### config.mk
export PLATFORM = sky130hd
export DESIGN_NAME = cpu8_register_alu_execute
export DESIGN_NICKNAME = d
export VERILOG_FILES = /design/src/hw/rtl/cpu8_pkg.sv /design/src/hw/rtl/cpu8_register_alu_execute.sv /design/src/hw/rtl/cpu8_alu.sv
export VERILOG_INCLUDE_DIRS = /design/src /design/src/hw/rtl
export SDC_FILE = /design/constraint.sdc
export NUM_CORES = 1
export LEC_CHECK = 0
export ABC_AREA = 0
export BUFFER_PORTS_ARGS = -buffer_cell sky130_fd_sc_hd__buf_4
export CAP_MARGIN = 15
export CORE_ASPECT_RATIO = 1.25
export CORE_MARGIN = 1.5
export CORE_UTILIZATION = 45
export DETAILED_ROUTE_END_ITERATION = 10
export PLACE_DENSITY = 0.74
export SETUP_SLACK_MARGIN = 0.4
export SLEW_MARGIN = 20
export SYNTH_ARGS = -nofsm -noshare
export SYNTH_HDL_FRONTEND = slang
export SYNTH_SLANG_ARGS = --single-unit
### constraint.sdc
create_clock -name clk -period 12.95 [get_ports clk]
set_clock_uncertainty 0.2 [all_clocks]
set_input_delay 1.295 -clock clk [delete_from_list [all_inputs] [get_ports clk]]
set_output_delay 1.295 -clock clk [all_outputs]
set_load 0.01 [all_outputs]
### src/hw/rtl/cpu8_register_alu_execute_macros.svh
// Assertion macros shared by the execute block.
`ifndef CPU8_REGISTER_ALU_EXECUTE_MACROS_SVH
`define CPU8_REGISTER_ALU_EXECUTE_MACROS_SVH

// The consequent must hold in the same cycle as the antecedent.
`define CPU8_ASSERT_SAME(label, clk, rst_n, ante, cons, msg) \
    label: assert property (@(posedge clk) disable iff (!rst_n) (ante) |-> (cons)) \
        else $error(msg);

// The consequent must hold in the cycle after the antecedent.
`define CPU8_ASSERT_NEXT(label, clk, rst_n, ante, cons, msg) \
    label: assert property (@(posedge clk) disable iff (!rst_n) (ante) |=> (cons)) \
        else $error(msg);

`endif

### src/hw/rtl/cpu8_pkg.sv
`timescale 1ns / 1ps

package cpu8_pkg;

    localparam int unsigned KIND_W = 6;

    localparam logic [KIND_W-1:0] KIND_ADC = 6'd0;
    localparam logic [KIND_W-1:0] KIND_SBC = 6'd1;
    localparam logic [KIND_W-1:0] KIND_AND = 6'd2;
    localparam logic [KIND_W-1:0] KIND_ORA = 6'd3;
    localparam logic [KIND_W-1:0] KIND_EOR = 6'd4;
    localparam logic [KIND_W-1:0] KIND_ASL = 6'd5;
    localparam logic [KIND_W-1:0] KIND_LSR = 6'd6;
    localparam logic [KIND_W-1:0] KIND_ROL = 6'd7;
    localparam logic [KIND_W-1:0] KIND_ROR = 6'd8;
    localparam logic [KIND_W-1:0] KIND_BIT = 6'd9;
    localparam logic [KIND_W-1:0] KIND_CMP = 6'd10;
    localparam logic [KIND_W-1:0] KIND_CPX = 6'd11;
    localparam logic [KIND_W-1:0] KIND_CPY = 6'd12;
    localparam logic [KIND_W-1:0] KIND_BCC = 6'd13;
    localparam logic [KIND_W-1:0] KIND_BCS = 6'd14;
    localparam logic [KIND_W-1:0] KIND_BEQ = 6'd15;
    localparam logic [KIND_W-1:0] KIND_BNE = 6'd16;
    localparam logic [KIND_W-1:0] KIND_BVC = 6'd17;
    localparam logic [KIND_W-1:0] KIND_BVS = 6'd18;
    localparam logic [KIND_W-1:0] KIND_BPL = 6'd19;
    localparam logic [KIND_W-1:0] KIND_BMI = 6'd20;
    localparam logic [KIND_W-1:0] KIND_INC = 6'd21;
    localparam logic [KIND_W-1:0] KIND_DEC = 6'd22;
    localparam logic [KIND_W-1:0] KIND_INX = 6'd23;
    localparam logic [KIND_W-1:0] KIND_DEX = 6'd24;
    localparam logic [KIND_W-1:0] KIND_INY = 6'd25;
    localparam logic [KIND_W-1:0] KIND_DEY = 6'd26;
    localparam logic [KIND_W-1:0] KIND_CLC = 6'd27;
    localparam logic [KIND_W-1:0] KIND_SEC = 6'd28;
    localparam logic [KIND_W-1:0] KIND_CLI = 6'd29;
    localparam logic [KIND_W-1:0] KIND_SEI = 6'd30;
    localparam logic [KIND_W-1:0] KIND_CLD = 6'd31;
    localparam logic [KIND_W-1:0] KIND_SED = 6'd32;
    localparam logic [KIND_W-1:0] KIND_CLV = 6'd33;
    localparam logic [KIND_W-1:0] KIND_LDA = 6'd34;
    localparam logic [KIND_W-1:0] KIND_LDX = 6'd35;
    localparam logic [KIND_W-1:0] KIND_LDY = 6'd36;
    localparam logic [KIND_W-1:0] KIND_STA = 6'd37;
    localparam logic [KIND_W-1:0] KIND_STX = 6'd38;
    localparam logic [KIND_W-1:0] KIND_STY = 6'd39;
    localparam logic [KIND_W-1:0] KIND_TAX = 6'd40;
    localparam logic [KIND_W-1:0] KIND_TXA = 6'd41;
    localparam logic [KIND_W-1:0] KIND_TAY = 6'd42;
    localparam logic [KIND_W-1:0] KIND_TYA = 6'd43;
    localparam logic [KIND_W-1:0] KIND_TSX = 6'd44;
    localparam logic [KIND_W-1:0] KIND_TXS = 6'd45;
    localparam logic [KIND_W-1:0] KIND_PHA = 6'd46;
    localparam logic [KIND_W-1:0] KIND_PLA = 6'd47;
    localparam logic [KIND_W-1:0] KIND_PHP = 6'd48;
    localparam logic [KIND_W-1:0] KIND_PLP = 6'd49;

    // Bit positions in the status byte.
    localparam int unsigned FLAG_C = 0;
    localparam int unsigned FLAG_Z = 1;
    localparam int unsigned FLAG_I = 2;
    localparam int unsigned FLAG_D = 3;
    localparam int unsigned FLAG_B = 4;
    localparam int unsigned FLAG_U = 5;
    localparam int unsigned FLAG_V = 6;
    localparam int unsigned FLAG_N = 7;

    localparam logic [7:0] SP_RESET     = 8'hFD;
    localparam logic [7:0] STATUS_RESET = 8'h24;

    typedef struct packed {
        logic [7:0] acc;
        logic [7:0] x;
        logic [7:0] y;
        logic [7:0] sp;
        logic [7:0] status;
    } cpu_state_t;

    typedef struct packed {
        logic       mem_write;
        logic [7:0] write_data;
        logic [7:0] stack_slot;
        logic       branch_taken;
    } side_result_t;

endpackage

### src/hw/rtl/cpu8_register_alu_execute.sv
// A beat is registered in the input stage, then moves to the output registers when the output stage is ready.
// Throughput: one beat per cycle while out_stall is low; the ALU between the stages is combinational.
// The input stage takes a new beat whenever it is empty or its beat moves to the output stage.
// Reset: A, X and Y clear to zero, SP to 0xFD, status to 0x24, and both stages empty.
`timescale 1ns / 1ps

module cpu8_register_alu_execute (
    input  logic                        clk,
    input  logic                        rst_n,
    input  logic                        in_valid,
    output logic                        in_stall,
    input  logic [cpu8_pkg::KIND_W-1:0] kind,
    input  logic [7:0]                  operand,
    output logic                        out_valid,
    input  logic                        out_stall,
    output logic [7:0]                  acc_out,
    output logic [7:0]                  x_out,
    output logic [7:0]                  y_out,
    output logic [7:0]                  sp_out,
    output logic [7:0]                  status_out,
    output logic                        mem_write,
    output logic [7:0]                  write_data,
    output logic [7:0]                  stack_slot,
    output logic                        branch_taken
);
    import cpu8_pkg::*;
    `include "cpu8_register_alu_execute_macros.svh"

    logic                 s1_valid_reg;
    logic [KIND_W-1:0]    kind_reg;
    logic [7:0]           operand_reg;
    cpu_state_t           state_reg;
    cpu_state_t           state_next;
    side_result_t         side_next;
    logic                 out_valid_reg;
    cpu_state_t           out_state_reg;
    side_result_t         out_side_reg;
    logic                 out_ready;
    logic                 s1_advance;

    assign out_ready  = ~out_valid_reg | ~out_stall;
    assign s1_advance = s1_valid_reg & out_ready;
    assign in_stall   = s1_valid_reg & ~out_ready;

    always_ff @(posedge clk or negedge rst_n)
    begin
        if (!rst_n)
        begin
            s1_valid_reg <= 1'b0;
        end
        else if (!in_stall)
        begin
            s1_valid_reg <= in_valid;
        end
    end

    always_ff @(posedge clk)
    begin
        if (in_valid && !in_stall)
        begin
            kind_reg    <= kind;
            operand_reg <= operand;
        end
    end

    cpu8_alu u_alu (
        .kind       (kind_reg),
        .operand    (operand_reg),
        .state_cur  (state_reg),
        .state_next (state_next),
        .side       (side_next)
    );

    always_ff @(posedge clk or negedge rst_n)
    begin
        if (!rst_n)
        begin
            state_reg.acc    <= 8'h00;
            state_reg.x      <= 8'h00;
            state_reg.y      <= 8'h00;
            state_reg.sp     <= SP_RESET;
            state_reg.status <= STATUS_RESET;
        end
        else if (s1_advance)
        begin
            state_reg <= state_next;
        end
    end

    always_ff @(posedge clk or negedge rst_n)
    begin
        if (!rst_n)
        begin
            out_valid_reg <= 1'b0;
        end
        else if (out_ready)
        begin
            out_valid_reg <= s1_valid_reg;
        end
    end

    always_ff @(posedge clk)
    begin
        if (s1_advance)
        begin
            out_state_reg <= state_next;
            out_side_reg  <= side_next;
        end
    end

    assign out_valid    = out_valid_reg;
    assign acc_out      = out_state_reg.acc;
    assign x_out        = out_state_reg.x;
    assign y_out        = out_state_reg.y;
    assign sp_out       = out_state_reg.sp;
    assign status_out   = out_state_reg.status;
    assign mem_write    = out_side_reg.mem_write;
    assign write_data   = out_side_reg.write_data;
    assign stack_slot   = out_side_reg.stack_slot;
    assign branch_taken = out_side_reg.branch_taken;

    // The held result always reflects the current architectural registers.
    `CPU8_ASSERT_SAME(a_out_matches_state, clk, rst_n, out_valid_reg,
        out_state_reg == state_reg, "output registers differ from architectural state")

    `CPU8_ASSERT_SAME(a_no_write_data, clk, rst_n, out_valid_reg && !out_side_reg.mem_write,
        out_side_reg.write_data == 8'h00, "write data nonzero without a memory write")

    `CPU8_ASSERT_SAME(a_branch_no_side, clk, rst_n, out_valid_reg && out_side_reg.branch_taken,
        !out_side_reg.mem_write && out_side_reg.stack_slot == 8'h00,
        "taken branch also reports a write or stack access")

    `CPU8_ASSERT_NEXT(a_drain, clk, rst_n, out_valid_reg && !out_stall && !s1_valid_reg,
        !out_valid_reg, "output beat repeated after it was taken")

    `CPU8_ASSERT_SAME(a_free_output_no_stall, clk, rst_n, !out_valid_reg,
        !in_stall, "input stalled while the output stage is empty")

endmodule

### src/hw/rtl/cpu8_alu.sv
`timescale 1ns / 1ps

module cpu8_alu (
    input  logic [cpu8_pkg::KIND_W-1:0] kind,
    input  logic [7:0]                  operand,
    input  cpu8_pkg::cpu_state_t        state_cur,
    output cpu8_pkg::cpu_state_t        state_next,
    output cpu8_pkg::side_result_t      side
);
    import cpu8_pkg::*;

    function automatic logic [7:0] with_nz(input logic [7:0] p, input logic [7:0] v);
        logic [7:0] r;
        r         = p;
        r[FLAG_N] = v[7];
        r[FLAG_Z] = (v == 8'h00);
        return r;
    endfunction

    logic [7:0] addend;
    logic [8:0] sum;
    logic [7:0] sum_lo;
    logic       sum_v;
    logic [7:0] cmp_reg;
    logic [8:0] cmp_diff;
    logic [7:0] p;

    assign p       = state_cur.status;
    assign addend  = (kind == KIND_SBC) ? ~operand : operand;
    assign sum     = {1'b0, state_cur.acc} + {1'b0, addend} + {8'h00, p[FLAG_C]};
    assign sum_lo  = sum[7:0];
    assign sum_v   = ~(state_cur.acc[7] ^ addend[7]) & (state_cur.acc[7] ^ sum_lo[7]);

    always_comb
    begin
        case (kind)
            KIND_CPX: cmp_reg = state_cur.x;
            KIND_CPY: cmp_reg = state_cur.y;
            default:  cmp_reg = state_cur.acc;
        endcase
    end

    assign cmp_diff = {1'b0, cmp_reg} - {1'b0, operand};

    always_comb
    begin
        state_next        = state_cur;
        side.mem_write    = 1'b0;
        side.write_data   = 8'h00;
        side.stack_slot   = 8'h00;
        side.branch_taken = 1'b0;
        case (kind)
            KIND_ADC, KIND_SBC:
            begin
                state_next.acc              = sum_lo;
                state_next.status           = with_nz(p, sum_lo);
                state_next.status[FLAG_C]   = sum[8];
                state_next.status[FLAG_V]   = sum_v;
            end
            KIND_AND:
            begin
                state_next.acc    = state_cur.acc & operand;
                state_next.status = with_nz(p, state_cur.acc & operand);
            end
            KIND_ORA:
            begin
                state_next.acc    = state_cur.acc | operand;
                state_next.status = with_nz(p, state_cur.acc | operand);
            end
            KIND_EOR:
            begin
                state_next.acc    = state_cur.acc ^ operand;
                state_next.status = with_nz(p, state_cur.acc ^ operand);
            end
            KIND_ASL:
            begin
                state_next.acc            = {state_cur.acc[6:0], 1'b0};
                state_next.status         = with_nz(p, {state_cur.acc[6:0], 1'b0});
                state_next.status[FLAG_C] = state_cur.acc[7];
            end
            KIND_LSR:
            begin
                state_next.acc            = {1'b0, state_cur.acc[7:1]};
                state_next.status         = with_nz(p, {1'b0, state_cur.acc[7:1]});
                state_next.status[FLAG_C] = state_cur.acc[0];
            end
            KIND_ROL:
            begin
                state_next.acc            = {state_cur.acc[6:0], p[FLAG_C]};
                state_next.status         = with_nz(p, {state_cur.acc[6:0], p[FLAG_C]});
                state_next.status[FLAG_C] = state_cur.acc[7];
            end
            KIND_ROR:
            begin
                state_next.acc            = {p[FLAG_C], state_cur.acc[7:1]};
                state_next.status         = with_nz(p, {p[FLAG_C], state_cur.acc[7:1]});
                state_next.status[FLAG_C] = state_cur.acc[0];
            end
            KIND_BIT:
            begin
                state_next.status[FLAG_N] = operand[7];
                state_next.status[FLAG_V] = operand[6];
                state_next.status[FLAG_Z] = ((state_cur.acc & operand) == 8'h00);
            end
            KIND_CMP, KIND_CPX, KIND_CPY:
            begin
                state_next.status         = with_nz(p, cmp_diff[7:0]);
                state_next.status[FLAG_C] = ~cmp_diff[8];
            end
            KIND_BCC: side.branch_taken = ~p[FLAG_C];
            KIND_BCS: side.branch_taken = p[FLAG_C];
            KIND_BEQ: side.branch_taken = p[FLAG_Z];
            KIND_BNE: side.branch_taken = ~p[FLAG_Z];
            KIND_BVC: side.branch_taken = ~p[FLAG_V];
            KIND_BVS: side.branch_taken = p[FLAG_V];
            KIND_BPL: side.branch_taken = ~p[FLAG_N];
            KIND_BMI: side.branch_taken = p[FLAG_N];
            KIND_INC:
            begin
                side.mem_write    = 1'b1;
                side.write_data   = operand + 8'd1;
                state_next.status = with_nz(p, operand + 8'd1);
            end
            KIND_DEC:
            begin
                side.mem_write    = 1'b1;
                side.write_data   = operand - 8'd1;
                state_next.status = with_nz(p, operand - 8'd1);
            end
            KIND_INX:
            begin
                state_next.x      = state_cur.x + 8'd1;
                state_next.status = with_nz(p, state_cur.x + 8'd1);
            end
            KIND_DEX:
            begin
                state_next.x      = state_cur.x - 8'd1;
                state_next.status = with_nz(p, state_cur.x - 8'd1);
            end
            KIND_INY:
            begin
                state_next.y      = state_cur.y + 8'd1;
                state_next.status = with_nz(p, state_cur.y + 8'd1);
            end
            KIND_DEY:
            begin
                state_next.y      = state_cur.y - 8'd1;
                state_next.status = with_nz(p, state_cur.y - 8'd1);
            end
            KIND_CLC: state_next.status[FLAG_C] = 1'b0;
            KIND_SEC: state_next.status[FLAG_C] = 1'b1;
            KIND_CLI: state_next.status[FLAG_I] = 1'b0;
            KIND_SEI: state_next.status[FLAG_I] = 1'b1;
            KIND_CLD: state_next.status[FLAG_D] = 1'b0;
            KIND_SED: state_next.status[FLAG_D] = 1'b1;
            KIND_CLV: state_next.status[FLAG_V] = 1'b0;
            KIND_LDA:
            begin
                state_next.acc    = operand;
                state_next.status = with_nz(p, operand);
            end
            KIND_LDX:
            begin
                state_next.x      = operand;
                state_next.status = with_nz(p, operand);
            end
            KIND_LDY:
            begin
                state_next.y      = operand;
                state_next.status = with_nz(p, operand);
            end
            KIND_STA:
            begin
                side.mem_write  = 1'b1;
                side.write_data = state_cur.acc;
            end
            KIND_STX:
            begin
                side.mem_write  = 1'b1;
                side.write_data = state_cur.x;
            end
            KIND_STY:
            begin
                side.mem_write  = 1'b1;
                side.write_data = state_cur.y;
            end
            KIND_TAX:
            begin
                state_next.x      = state_cur.acc;
                state_next.status = with_nz(p, state_cur.acc);
            end
            KIND_TXA:
            begin
                state_next.acc    = state_cur.x;
                state_next.status = with_nz(p, state_cur.x);
            end
            KIND_TAY:
            begin
                state_next.y      = state_cur.acc;
                state_next.status = with_nz(p, state_cur.acc);
            end
            KIND_TYA:
            begin
                state_next.acc    = state_cur.y;
                state_next.status = with_nz(p, state_cur.y);
            end
            KIND_TSX:
            begin
                state_next.x      = state_cur.sp;
                state_next.status = with_nz(p, state_cur.sp);
            end
            KIND_TXS: state_next.sp = state_cur.x;
            KIND_PHA:
            begin
                side.mem_write  = 1'b1;
                side.write_data = state_cur.acc;
                side.stack_slot = state_cur.sp;
                state_next.sp   = state_cur.sp - 8'd1;
            end
            KIND_PLA:
            begin
                state_next.sp     = state_cur.sp + 8'd1;
                side.stack_slot   = state_cur.sp + 8'd1;
                state_next.acc    = operand;
                state_next.status = with_nz(p, operand);
            end
            KIND_PHP:
            begin
                side.mem_write            = 1'b1;
                side.write_data           = p;
                side.write_data[FLAG_B]   = 1'b1;
                side.write_data[FLAG_U]   = 1'b1;
                side.stack_slot           = state_cur.sp;
                state_next.sp             = state_cur.sp - 8'd1;
            end
            KIND_PLP:
            begin
                state_next.sp             = state_cur.sp + 8'd1;
                side.stack_slot           = state_cur.sp + 8'd1;
                state_next.status         = operand;
                state_next.status[FLAG_B] = 1'b0;
                state_next.status[FLAG_U] = 1'b1;
            end
            default:
            begin
                state_next = state_cur;
            end
        endcase
    end

endmodule
==> key figures, run 1 <==
Yosys
  – Yosys warning total: 0
  – Synthesized instance count: 1024
  – Distinct cells, synth: 90
  – Mean Syn Cell Area: 8.95 um^2
  – Top_reg_cell synth: edfxtp_1
  – Post-synth ARST share: 0.368
  – Post-synth EDFFs: 72
  – Cell area after synthesis: 0.00916 mm^2
  – Flop and latch count out of synthesis: 114
  – Syn_nets: 1094
  – Seq/Total Area, Yosys: 0.352

Finish
  – Register area: 0.00322 mm^2
  – Largest register FFs: 40
  – Cell area after layout: 0.0104 mm^2
  – Most frequent cells in the layout: nand2_1 (110), buf_4 (88), nor2_1 (83)
  – Layout Nets: 1118
  – Multi-input gate area: 0.00541 mm^2
  – Fillers: 1842
  – Area grow syn2layout: 13.2%
  – Final core utilization: 0.518
  – Share of cells above drive strength 1: 0.163
  – Non-Filler Instances: 1331
  – Most common cell after layout, fill and taps aside: nand2_1
  – Ant diodes: 0

Timing
  – Final WS setup: 7.93 ns
  – RSZ-0062 raised after global routing: false
  – Final setup viols: 0
  – Setup TNS: 0 ns
  – Final hold vios: 0
  – Part of the cycle the worst path needs: 0.388
  – Maximum operating frequency: 0.199 GHz
  – Worst rel slew slack: 0.322
  – Actual slew at the worst max-slew pin: 1.01 ns
  – Max Slew Vio Count: 0
  – Final min period: 5.02 ns

Power
  – Max IR drop VDD: 0.000118 V
  – Pwr dens: 190 mW/mm^2
  – Leakage: 4.02 nW

Clock network
  – Buffer depth of the longest clock path: 2
  – Post-CTS Hold Fix Bufs: 0
  – CTS tree: done
  – Worst-Skew Late Latency: 0.43 ns
  – Clock sinks: 114
  – CTS Root Cell: clkbuf_16
  – Num CTS Buffers: 17
  – Post-CTS setup buffer count: 0
  – CTS H-tree lvls: 4
  – CTS clock-pin slew for the worst setup and hold paths: 0.05 ns
  – Post-CTS Resized: 0

Setup path
  – Max FO, Critical Path: 31
  – WP data required: 12.90 ns
  – Crit Path Category: flip-flop to flip-flop
  – Crit-path leading delay family: compound AO/OA/AOI/OAI gates
  – Worst-path cell chain: buf_4, or2_1, nor4_2, nand2_1, xnor2_1, fa_1, inv_1, fa_1, a211oi_1, o21bai_1, a21oi_1, o21bai_1, a21o_1, a2111oi_0, a21oi_1
  – Worst reg2reg setup slack: 7.93 ns
  – CP max stage delay: 0.56 ns
  – Slowest stage cell, crit path: a2111oi_0
  – Critical path buffers and inverters: 2
  – CP endpoint kind: flip-flop
  – Setup crit start kind: flip-flop
  – Data arrival, critical path: 4.97 ns

Floorplanning
  – Total die area: 0.0212 mm^2
  – Row count: 58
  – CORE AREA: 0.0200 mm^2
  – Width of the die: 131 um
  – # IOs: 78
  – Initial Utilization: 0.457
  – Die H: 163 um

GRT
  – Initial antenna violation count: 0
  – Congestion Overflow GR: 0
  – First-pass GRT wire length: 47.7 mm
  – Total Routing Usage GR: 0.296
  – Vias in the first global route: 8396
  – Largest net degree at the start of global routing: 82

Min path
  – Min-Delay Path Class: flip-flop to flip-flop

Placed design
  – Number of port buffers: 77
  – Inst Count DP: 1299
  – Placer Congestion: 1.00
  – Setup WS pre-CTS: 8.09 ns
  – DP HPWL: 21.1 mm
  – DP Area: 0.00977 mm^2

Route
  – DR vias: 8755
  – 1st-pass router iterations: 6
  – Initial drt markers: 1226
  – WL/cell: 23.0 um
  – Vias per std cell: 6.58
  – Number of remaining DRC errors: 0
  – DRT Wirelength: 30.5 mm
  – Routed Antenna Nets: 0

Job
  – Max-cap violation count: 0

Status
  – Outcome: complete, no violations
metrics by stage:
step | power, mW | hold WS (ns)
5_1_grt | 2.07 | 0.333
3_3_place_gp | 1.45 | 0.274
6_report | 1.97 | 0.305
3_5_place_dp | 1.45 | 0.287
2_1_floorplan | 1.19 | 0.246
4_1_cts | 1.95 | 0.305
logic make-up after synthesis:
family | after synthesis | synth area share
flops | 114 | 0.352
simple gates | 384 | 0.214
mux | 29 | 0.0354
compound gates | 276 | 0.221
xor+xnor | 49 | 0.0468
buf+inv | 120 | 0.0579
fa+ha+maj | 52 | 0.0735
cells in the mapped netlist (16+ instances only):
master | instances | area share
nor2_1 | 83 | 0.034
a22oi_1 | 19 | 0.016
a222oi_1 | 16 | 0.017
inv_1 | 36 | 0.015
dfrtp_1 | 33 | 0.090
nor3_1 | 44 | 0.024
xnor2_1 | 34 | 0.033
ha_1 | 49 | 0.067
edfxtp_1 | 72 | 0.24
a21oi_1 | 49 | 0.027
clkbuf_1 | 49 | 0.020
nand2_1 | 110 | 0.045
o21ai_0 | 40 | 0.022
buf_2 | 22 | 0.012
mux2_2 | 27 | 0.033
nand3_1 | 28 | 0.015
layer usage:
| layer | share of wire | track usage | up-vias |
|---|---|---|---|
| li1 | - | - | 3912 |
| met1 | 0.38 | 0.367 | 4143 |
| met2 | 0.46 | 0.460 | 572 |
| met3 | 0.096 | 0.0614 | 128 |
| met4 | 0.063 | 0.202 | 0 |
| met5 | 0 | 0 | - |
power breakdown:
part	internal, mW	switching [mW]
combinational	0.325	0.416
clock	0.311	0.175
sequential	0.503	0.243
total	1.14	0.834
final timing paths:
check / to / cells past startpoint / from
max: status_out[0] / 15 / kind_reg[2]
max reg2reg: status_out[0] / 15 / kind_reg[2]
max in group asynchronous: out_valid / 1 / rst_n
min: out_valid / 1 / s1_valid_reg
min reg2reg: out_valid / 1 / s1_valid_reg
min in group asynchronous: state_reg[20] / 1 / rst_n
cell type report:
cell class / count / share of cell area
Inverter: 37 / 0.0136
Clock inverter: 10 / 0.0129
Sequential cell: 114 / 0.311
Timing Repair Buffer: 88 / 0.0637
Clock buffer: 22 / 0.0448
Multi-Input combinational cell: 790 / 0.521
Tap cell: 270 / 0.0326
worst register-to-register path, stage by stage, from the launching register on:
cell and delay (ns):
edfxtp_1 0.36, buf_4 0.24, or2_1 0.41, nor4_2 0.55, nand2_1 0.46, xnor2_1 0.31
fa_1 0.21, inv_1 0.05, fa_1 0.40, a211oi_1 0.29, o21bai_1 0.12, a21oi_1 0.25
o21bai_1 0.10, a21o_1 0.17, a2111oi_0 0.56, a21oi_1 0.07
No activity file was read; power rests on OpenSTA's default activity.
==> run 2, diff against run 1 <==
--- a/config.mk
+++ b/config.mk
@@ -6,14 +6,14 @@
 export SDC_FILE = /design/constraint.sdc
 export NUM_CORES = 1
 export LEC_CHECK = 0
-export ABC_AREA = 0
+export ABC_AREA = 1
 export BUFFER_PORTS_ARGS = -buffer_cell sky130_fd_sc_hd__buf_4
 export CAP_MARGIN = 15
 export CORE_ASPECT_RATIO = 1.25
 export CORE_MARGIN = 1.5
 export CORE_UTILIZATION = 45
 export DETAILED_ROUTE_END_ITERATION = 10
-export PLACE_DENSITY = 0.74
+export PLACE_DENSITY = 0.76
 export SETUP_SLACK_MARGIN = 0.4
 export SLEW_MARGIN = 20
 export SYNTH_ARGS = -nofsm -noshare
==> constraint.sdc (replaced) <==
create_clock -name clk -period 4.55 [get_ports clk]
set_clock_uncertainty 0.2 [all_clocks]
set_input_delay 0.455 -clock clk [delete_from_list [all_inputs] [get_ports clk]]
set_output_delay 0.455 -clock clk [all_outputs]
set_load 0.01 [all_outputs]
==> run 2 against run 1 <==
Compared with the run above: global-route usage is 3.7 points higher; maximum frequency increased by 32%; register-to-register slack got worse by 7.2 ns; clock power grew to 2.9 times the previous value; core utilization is 2.6 points higher; wire length increased by 11%; final cell count grew 16%; power increased to 3.1 times the previous value; combinational power grew to 3.7 times the previous value; count of clock-buffer cells in the layout up 1; sequential share of layout area is 0.41 points lower; largest cell class unchanged; largest power group is now combinational cells.
==> key figures, run 2 <==
Timing
  – Worst rel slew slack: 0.423
  – Actual slew at the worst max-slew pin: 0.864 ns
  – Final setup viols: 0
  – Maximum operating frequency: 0.263 GHz
  – Final min period: 3.81 ns
  – Final hold vios: 0
  – Final WS setup: 0.742 ns
  – Max Slew Vio Count: 0
  – RSZ-0062 raised after global routing: false
  – Worst hold margin: 0.00459 ns
  – Part of the cycle the worst path needs: 0.837
  – Setup TNS: 0 ns

Setup path
  – Critical Path Most Common Cell: nand2_1
  – CP max stage delay: 0.47 ns
  – Data arrival, critical path: 3.90 ns
  – Critical path buffers and inverters: 2
  – Stages on worst setup path: 14
  – Setup crit start kind: flip-flop
  – CP endpoint kind: flip-flop
  – Slowest stage cell, crit path: edfxtp_1
  – Crit-path leading delay family: simple AND/OR/NAND/NOR gates
  – Crit Path Category: flip-flop to flip-flop
  – Worst-path cell chain: nor2_2, inv_2, nor2_2, nand2_1, xor2_1, fa_1, inv_1, fa_1, xnor2_1, o22ai_1, nor4_1, nand2_1, nand2_1, o21ai_0
  – WP data required: 4.64 ns
  – Max FO, Critical Path: 8
  – Reg2reg path depth: 14

Route
  – WL/cell: 21.8 um
  – DRT Wirelength: 33.8 mm
  – Initial drt markers: 1110
  – Vias per std cell: 5.93
  – Routed Antenna Nets: 0
  – Number of remaining DRC errors: 0
  – 1st-pass router iterations: 6
  – DR vias: 9179

GRT
  – First-pass GRT wire length: 50.4 mm
  – Initial antenna violation count: 0
  – Largest net degree at the start of global routing: 49
  – Congestion Overflow GR: 0
  – Vias in the first global route: 8636
  – Total Routing Usage GR: 0.333

Finish
  – Share of cells above drive strength 1: 0.160
  – Register area: 0.00322 mm^2
  – Ant diodes: 0
  – Cell area after layout: 0.0105 mm^2
  – Multi-input gate area: 0.00493 mm^2
  – Layout Nets: 1340
  – Most common cell after layout, fill and taps aside: nand2_1
  – Area grow syn2layout: 19.3%
  – Most frequent cells in the layout: nand2_1 (293), nor2_1 (117), inv_1 (109)
  – Largest register FFs: 40
  – Fillers: 1859

Clock network
  – CTS Root Cell: clkbuf_16
  – Worst-Skew Late Latency: 0.44 ns
  – Clock sinks: 114
  – CTS H-tree lvls: 4
  – Buffer depth of the longest clock path: 2
  – CTS tree: done
  – Num CTS Buffers: 17
  – CTS clock-pin slew for the worst setup and hold paths: 0.06 ns

Power
  – Pwr dens: 579 mW/mm^2
  – Leakage: 4.78 nW
  – Final Power: 6.08 mW
  – Max IR drop VDD: 0.000287 V

Yosys
  – Distinct cells, synth: 53
  – Flop and latch count out of synthesis: 114
  – Synth top area share: 0.246
  – Cell area after synthesis: 0.00881 mm^2
  – Synth top area cells: edfxtp_1 (25%), nand2_1 (12%), dfrtp_1 (9.4%)
  – Post-synthesis mux area share: 0
  – Top_reg_cell synth: edfxtp_1
  – Post-Synth Adder-Cell Area: 0.0764
  – XOR/XNOR Fraction of Synth Area: 0.0269
  – Syn_nets: 1238
  – Post-synth EDFFs: 72
  – Mean Syn Cell Area: 7.54 um^2
  – Compound-Gate Fraction of Synth Area: 0.149
  – Most common cell in the synthesized netlist: nand2_1
  – Top post-synthesis cells by count: nand2_1 (293), nor2_1 (117), inv_1 (110)
  – Post-synth ARST share: 0.368
  – Yosys warning total: 0
  – Area leader, netlist: edfxtp_1
  – Synthesized instance count: 1168
  – Seq/Total Area, Yosys: 0.366
  – Main combinational cell family by area after synthesis: simple AND/OR/NAND/NOR gates
  – Simple-Gate Fraction of Synth Area: 0.307

Floorplanning
  – Row count: 57
  – Initial Utilization: 0.456
  – CORE AREA: 0.0193 mm^2
  – # IOs: 78
  – Total die area: 0.0204 mm^2
  – Die H: 159 um
  – Width of the die: 128 um

Min path
  – Hold depth: 1
  – Min-Delay Path Class: primary input to flip-flop

Status
  – Outcome: complete, no violations

Placed design
  – Number of port buffers: 77
  – Setup WS pre-CTS: 0.712 ns
  – Placer Congestion: 1.05
  – DP HPWL: 25.7 mm
  – DP Area: 0.00970 mm^2

Job
  – Max-cap violation count: 0
==> run 2: timing repair <==
item                                    4_1_cts  5_1_grt
buffers inserted                              0        7
endpoints found under the setup margin        0        3
endpoints found under the hold margin        45        0
hold buffers                                 13        0
resized for setup                             0        0
==> run 2: layout make-up <==
cell class	count	share of cell area
clock inverters	9	0.0111
repair buffers	108	0.0814
well taps	265	0.0316
flip-flops and latches	114	0.307
clock buffers	23	0.0486
inverters	142	0.0517
multi-input cells	887	0.469
==> run 2: worst paths after layout <==
path	startpoint	endpoint	slack, ns
worst min register to register	state_reg[4]	state_reg[4]	0.29
worst min-delay path	operand[1]	operand_reg[1]	0.005
max in group asynchronous	rst_n	state_reg[3]	3.32
worst max register to register	kind_reg[3]	state_reg[34]	0.74
min in group asynchronous	rst_n	state_reg[33]	0.39
worst max-delay path	kind_reg[3]	state_reg[34]	0.74
==> run 2: worst reg2reg max path, cell delays in order, from the launching register on <==
cell and delay (ns):
edfxtp_1 0.47, nor2_2 0.34, inv_2 0.08, nor2_2 0.24
nand2_1 0.33, xor2_1 0.26, fa_1 0.19, inv_1 0.06
fa_1 0.42, xnor2_1 0.28, o22ai_1 0.15, nor4_1 0.34
nand2_1 0.13, nand2_1 0.08, o21ai_0 0.10
==> run 2: cell families (layout without fill, tap and decap cells) <==
group | after synthesis | in the layout
buffers and inverters | 167 | 282
AOI/OAI and AO/OA | 210 | 210
adders and majority gates | 52 | 52
xor gates and xnor gates | 27 | 27
and+or+nand+nor | 598 | 598
DFF | 114 | 114
==> run 2: per-stage QoR <==
step           utilization  instances
3_5_place_dp         0.502       1496
6_report             0.544       1548
4_1_cts              0.541       1541
5_1_grt              0.544       1548
2_1_floorplan            -       1168
3_3_place_gp         0.502       1496
==> run 2: power breakdown <==
part | internal, mW | switching, mW
clock network | 0.906 | 0.520
registers | 1.47 | 0.453
logic | 0.914 | 1.82
==> run 2: per-layer routing <==
layer  up-vias  global-route usage  part of all wire
met2       572               0.534              0.47
met4         0               0.217             0.072
met1      4230               0.416              0.38
li1       4216                   -                 -
met5         -                   0                 0
met3       161              0.0484             0.076
